<file path="config.mk">
export PLATFORM = sky130hd
export DESIGN_NAME = lbsc_cell
export DESIGN_NICKNAME = d
export VERILOG_FILES = /design/src/rtl/lbsc_pkg.sv /design/src/rtl/lbsc_cell.sv
export SDC_FILE = /design/constraint.sdc
export NUM_CORES = 1
export LEC_CHECK = 0
export ABC_AREA = 0
export BUFFER_PORTS_ARGS = -buffer_cell sky130_fd_sc_hd__buf_2
export CAP_MARGIN = 40
export CORE_UTILIZATION = 35
export CTS_BUF_LIST = sky130_fd_sc_hd__clkbuf_4 sky130_fd_sc_hd__clkbuf_8
export DETAILED_ROUTE_END_ITERATION = 8
export PLACE_DENSITY = 0.71
export SLEW_MARGIN = 10
export SYNTH_ARGS = -nofsm -noshare
export SYNTH_HDL_FRONTEND = slang
export SYNTH_SLANG_ARGS = --single-unit
</file>
<file path="constraint.sdc">
create_clock -name clk -period 8.8 [get_ports clk]
set_input_delay 1.76 -clock clk [delete_from_list [all_inputs] [get_ports clk]]
set_output_delay 1.76 -clock clk [all_outputs]
set_load 0.01 [all_outputs]
</file>
<file path="src/rtl/lbsc_pkg.sv">
// ----------------------------------------------------------------------------
// lbsc_pkg: shared types and constants of the LRU block slot cache
// Field widths, command and register codes, and the cell control bundle.
// ----------------------------------------------------------------------------
package lbsc_pkg;

  localparam int MAX_ENTRIES_DEF = 64;

  localparam int CMD_W   = 2;
  localparam int ID_W    = 64;
  localparam int BYTES_W = 32;
  localparam int SLOT_W  = 6;
  localparam int OFF_W   = 38;
  localparam int CNT_W   = 32;
  localparam int CAP_W   = 7;
  localparam int ADDR_W  = 3;
  localparam int DATA_W  = 32;

  localparam logic [CAP_W-1:0]   CAP_RST = CAP_W'(64);
  localparam logic [BYTES_W-1:0] BB_RST  = BYTES_W'(4096);

  // register select taken from paddr[2]
  localparam logic REG_CAP = 1'b0;
  localparam logic REG_BB  = 1'b1;

  typedef enum logic [CMD_W-1:0] {
    CMD_LOOKUP = 2'd0,
    CMD_ALLOC  = 2'd1,
    CMD_EVICT  = 2'd2,
    CMD_PUT    = 2'd3
  } cmd_t;

  // which cell an update moves to the front
  typedef enum logic [1:0] {
    K_HIT,
    K_LAST,
    K_FREE
  } kind_t;

  typedef struct packed {
    logic            cmp_en;
    logic [ID_W-1:0] cmp_id;
    logic            upd;
    kind_t           kind;
    logic            clr_last;
  } ctl_t;

  function automatic logic [CNT_W-1:0] sat_inc(input logic [CNT_W-1:0] v);
    sat_inc = (v == '1) ? v : v + CNT_W'(1);
  endfunction

endpackage

</file>
<file path="src/rtl/lbsc_cell.sv">
// ----------------------------------------------------------------------------
// lbsc_cell: one recency position of the directory
// Holds one entry, compares it, and takes its left neighbor on a move.
// ----------------------------------------------------------------------------
module lbsc_cell #(
  parameter int SW = 6
) (
  input  logic                    clk,
  input  logic                    rst,
  input  lbsc_pkg::ctl_t          ctl,
  input  logic                    left_valid,
  input  logic [lbsc_pkg::ID_W-1:0] left_id,
  input  logic [SW-1:0]           left_slot,
  input  logic                    right_valid,
  input  logic                    tail_in,
  output logic                    tail_out,
  output logic                    valid,
  output logic [lbsc_pkg::ID_W-1:0] id,
  output logic [SW-1:0]           slot,
  output logic                    match,
  output logic                    is_last
);
  import lbsc_pkg::*;

  logic target;
  logic take;

  assign is_last = valid & ~right_valid;

  always_comb begin
    case (ctl.kind)
      K_HIT:   target = match;
      K_LAST:  target = is_last;
      K_FREE:  target = ~valid & left_valid;
      default: target = 1'b0;
    endcase
  end

  // a target here or further right pulls this cell one step back
  assign tail_out = tail_in | target;
  assign take     = ctl.upd & tail_out;

  always_ff @(posedge clk) begin
    if (rst) begin
      valid <= 1'b0;
      match <= 1'b0;
    end else begin
      if (ctl.cmp_en) begin
        match <= valid & (id == ctl.cmp_id);
      end
      if (take) begin
        valid <= left_valid;
      end else if (ctl.clr_last && is_last) begin
        valid <= 1'b0;
      end
    end
    if (take) begin
      id   <= left_id;
      slot <= left_slot;
    end
  end

endmodule

</file>
=== Word level (Yosys, flattened, before mapping) ===
Cells that the tools add are included.

* Add/sub/neg operators: 0
* Multipliers: 0
* Div/mod/pow operators: 0
* Magnitude comparators: 0
* Eq/ne operators: 3
* Shift-type cells: 0
* Mux-type cells: 3
* Bitwise operators: 7
* Reduce and logical (&&, ||, !) cells: 3

{| class="wikitable"
|+ Operators with widths
! cell !! count
|-
| 64-bit == test || 1
|-
| 1-bit bitwise AND || 4
|-
| 1-bit one-hot mux with 3 select lines || 1
|-
| 2-bit by 1-bit == test with 1-bit output (second input constant) || 1
|-
| 2-bit == test (second input constant) || 1
|-
| 2-bit logical NOT || 1
|-
| 1-bit 2-to-1 mux || 2
|-
| 1-bit NOT || 2
|-
| 2-bit nonzero test || 1
|-
| 1-bit logical AND || 1
|-
| 1-bit bitwise OR || 1
|}

* Register bits: 72
* Latch bits: 0
* RAM bits: 0
* ROM bits: 0
* Output and inout port bits: 74
* Logic and storage cells: 20
* Memories kept: 0

=== Depth between registers and ports, before layout ===
* Depth in word-level cells: 6
* Gate-level depth with buffers: 5
* Mapped depth without buffers: 5

=== Worst setup path before layout ===
OpenSTA, ideal clock, no wires.

* Path type: input-to-reg
* Start: in right_valid
* End: reg valid
* Data arrival time: 4.313 ns
* Data required time: 8.680 ns
* Slack: 4.367 ns
* Cell stages on the path: 5
* Path buffers: 0
* Cell sequence: nor2b_1 > and3b_1 > o31a_1 > mux2i_1 > nor2_1

* Word-level cells in the longest chain between the ends: 6
* Elaborated cells on any way between the ends: 8

{| class="wikitable"
|+ Ends and longest elaborated chain
! what !! line !! text
|-
| from (decl) || lbsc_cell.sv:14 || <nowiki>input logic right_valid,</nowiki>
|-
| 1-bit NOT (*) || lbsc_cell.sv:28 || <nowiki>assign is_last = valid & ~right_valid;</nowiki>
|-
| 1-bit bitwise AND (*) || lbsc_cell.sv:28 ||
|-
| 1-bit one-hot mux with 3 select lines (*) || lbsc_cell.sv:31 || <nowiki>case (ctl.kind)</nowiki>
|-
| 1-bit bitwise OR (*) || lbsc_cell.sv:40 || <nowiki>assign tail_out = tail_in | target;</nowiki>
|-
| 1-bit bitwise AND (*) || lbsc_cell.sv:41 || <nowiki>assign take = ctl.upd & tail_out;</nowiki>
|-
| net take || lbsc_cell.sv:26 || <nowiki>logic take;</nowiki>
|-
| 1-bit 2-to-1 mux / 2-bit nonzero test (equally long branches) || -- ||
|-
| to (signal assigned) || lbsc_cell.sv:52 || <nowiki>valid <= left_valid;</nowiki>
|-
| to (decl) || lbsc_cell.sv:17 || <nowiki>output logic valid,</nowiki>
|}

Mark *: on every way through the listed nets, which the timed path passes. The rest lies on a longest branch.
A chain may end at the register's enable or synchronous reset.

=== Worst setup path in the final report ===
* Start: in ctl[2] in the netlist's numbering
* End: out tail_out

* Word-level cells in the longest chain between the ends: 3
* Elaborated cells on any way between the ends: 5

{| class="wikitable"
|+ Ends and longest elaborated chain
! what !! line !! text
|-
| from (decl) || lbsc_cell.sv:10 || <nowiki>input lbsc_pkg::ctl_t ctl,</nowiki>
|-
| 2-bit == test (tied with other cells) || lbsc_cell.sv:31 ||
|-
| 1-bit one-hot mux with 3 select lines (*) || lbsc_cell.sv:31 ||
|-
| 1-bit bitwise OR (*) || lbsc_cell.sv:40 ||
|-
| to (decl) || lbsc_cell.sv:16 || <nowiki>output logic tail_out,</nowiki>
|}

Every way passes the cells marked *; elsewhere a longest branch is shown, timed or not.

==> flow_summary.ini <==
[drt]
wirelength_mm = 7.06
via_per_inst = 4.49
drtIter0Drc = 49
post-route-drc-count = 0
drtPass1Iterations = 6
vias = 2328
routedWlPerCell_um = 13.6
ant_nets = 0

[status]
status = complete, no violations

[placement]
gp_congestion = 0.739
dp_hpwl_mm = 5.73
io_buffer_count = 217
dpl_cell_area_mm2 = 0.00418
dp_cells = 502
dp_slack_ps = 4520

[synth]
ys_seq_elements = 72
yosys.area.top_type_share_pct = 71.2
synth_top_area_cell = edfxtp_1
synth-main-ff-cell = edfxtp_1
ys_async_sr_fraction_pct = 0
syn_nets = 323
synth_edf_count = 70
synthTopCellsByCount = edfxtp_1 (70), xnor2_1 (56), nand4_1 (14), inv_1 (7), nor2_1 (4)
ys_seq_area_share_pct = 72.6
yosysUniqueCellTypes = 27
yosysMostFrequentCell = edfxtp_1
synth_area_leaders = edfxtp_1 (71%), xnor2_1 (17%), nand4_1 (3.0%), dfxtp_1 (1.4%), inv_1 (0.89%)
avgSynthCellArea_um2 = 16.5
syn_area_mm2 = 0.00295
synthCells = 179
yosysWarnings = 0

[timing]
fin_crit_sh_pct = 48.7
rsz0062_at_grt = no
maxSlewViolCount = 0
setup-violations-final = 0
fin_crit_ps = 4280
skew_ps = 10.3
max_freq_mhz = 233
finalSetupTns_ps = 0
hold_viol_final = 0
tightestPinTransition_ps = 400
fin_ws_ps = 4520
max_slew_margin_pct = 73.1

[clocking]
clkSinkCount = 72
cts_resized = 0
htree_levels = 3
cts.hold.buffers_added = 0
postCtsSetupBuffers = 0
cts-buffers-inserted = 9
clk_latency_ps = 320
ctsRootBufferMaster = clkbuf_8
cts.path.max_buffers = 2
clk_pin_slew_ps = 80
cts_tree = yes

[die]
die_w_um = 93.8
num_rows = 33
dieArea_mm2 = 0.00880
start_util_pct = 36.1
core_area_mm2 = 0.00818
io_pins = 218
die_height_um = 93.8

[cells_and_area]
multiInputGateArea_um2 = 785
stdcell_area_mm2 = 0.00441
seqCellArea_mm2 = 0.00214
antennaDiodeCount = 0
fin_util_pct = 53.9
syn_to_final_growth_pct = 49.3
instances_no_fill = 518
drive_gt1_share_pct = 56.9
fillers = 712
nets = 553

[critical_path]
endpoint = tail_out
startpoint_type = primary input
critPathLaunch = ctl[2]
cp-end-kind = output pin
required_ps = 7040
worst-r2r-cell-count = 7
cp_max_fo = 3
r2r_slack_ps = 6940
arrival_ps = 2520
worstReg2RegStart = valid$_SDFFE_PP0P_
r2r_end = valid$_SDFFE_PP0P_
crit_type = in2out

[power_and_ir_drop]
swShare_pct = 21.9
p_sw_mw = 0.170
p_int_mw = 0.607
vdd_drop_max_v = 0.000102
power_frac_clock_pct = 35.2
sequentialPowerShare_pct = 52.3
leakage_nw = 1.86
combPwrFrac_pct = 12.5
p_per_area_mw_per_mm2 = 176

[global_routing]
grt_usage_pct = 15.7
antenna_found_initial = 0
grt_pass1_vias = 2282
grt_max_degree = 72
grt_pass1_wl_mm = 10.2
gr-total-overflow = 0

[worst_hold_path]
worstHoldPathType = reg2reg

[flow_run]
cap_violations = 0
[per-layer routing]
metal | vias to the layer above | share of wire [%] | global-route usage (%)
li1 | 1126 | - | -
met1 | 1067 | 37 | 16.7
met2 | 127 | 52 | 28.0
met3 | 8 | 9.9 | 6.55
met4 | 0 | 1.3 | 4.74
met5 | - | 0 | 0
[cell usage in the layout (no fill, tap or decap), types with 2 or more instances in the layout]
master,count
nand4_1,14
edfxtp_1,70
inv_1,7
nor4_1,3
nor2_1,4
bufinv_16,2
xnor2_1,56
buf_2,217
clkbuf_8,9
nand3_1,2
o22ai_1,2
dfxtp_1,2
xor2_1,2
[worst min path at each step]
| stage | start | endpoint | slack [ps] | cells after the start |
|---|---|---|---|---|
| global route | match$_SDFFE_PP0P_ | match$_SDFFE_PP0P_ | 520 | 2 |
| floorplan | match$_SDFFE_PP0P_ | match$_SDFFE_PP0P_ | 480 | 2 |
| global placement | match$_SDFFE_PP0P_ | match$_SDFFE_PP0P_ | 460 | 2 |
| detailed placement | match$_SDFFE_PP0P_ | match$_SDFFE_PP0P_ | 470 | 2 |
| CTS | match$_SDFFE_PP0P_ | match$_SDFFE_PP0P_ | 480 | 2 |
| finish | match$_SDFFE_PP0P_ | match$_SDFFE_PP0P_ | 480 | 2 |
[sequential cells by signal (all words and copies together) (netlist names)]
| name | flops |
|---|---|
| id | 64 |
| match | 1 |
| slot | 6 |
| valid | 1 |
[critical path, cell delays in order]
cell and delay (ps):
buf_2 110, nand3b_1 90, a21oi_1 90, or3_1 340, buf_2 140
[logic make-up (layout without fill, tap and decap cells)]
family	Yosys count	after routing	share of synthesized area (%)
buf+inv	7	241	0.890
xor+xnor	58	58	17.2
simple gates	31	31	6.23
flops	72	72	72.6
compound gates	10	10	2.76
mux	1	1	0.339
[stage by stage]
step / hold WS (ps) / power (mW)
3_3_place_gp: 462 / 0.509
5_1_grt: 517 / 0.811
4_1_cts: 477 / 0.787
6_report: 475 / 0.778
2_1_floorplan: 482 / 0.456
3_5_place_dp: 466 / 0.512
[power by group through the flow]
stage / clock network [mW] / registers [mW] / logic (mW)
finish: 0.274 / 0.407 / 0.0974
global route: 0.296 / 0.409 / 0.107
global placement: 0 / 0.414 / 0.0943
floorplan: 0 / 0.423 / 0.0330
detailed placement: 0 / 0.415 / 0.0973
CTS: 0.283 / 0.407 / 0.0976
[final cells by class]
type | instances | share of cell area, %
inverter | 7 | 0.596
tap | 105 | 2.98
clock inverter | 6 | 1.93
timing repair buffer | 219 | 25.3
multi-input combinational | 100 | 17.8
clock buffer | 9 | 2.81
sequential | 72 | 48.6
Power figures use the tool's default switching activity.
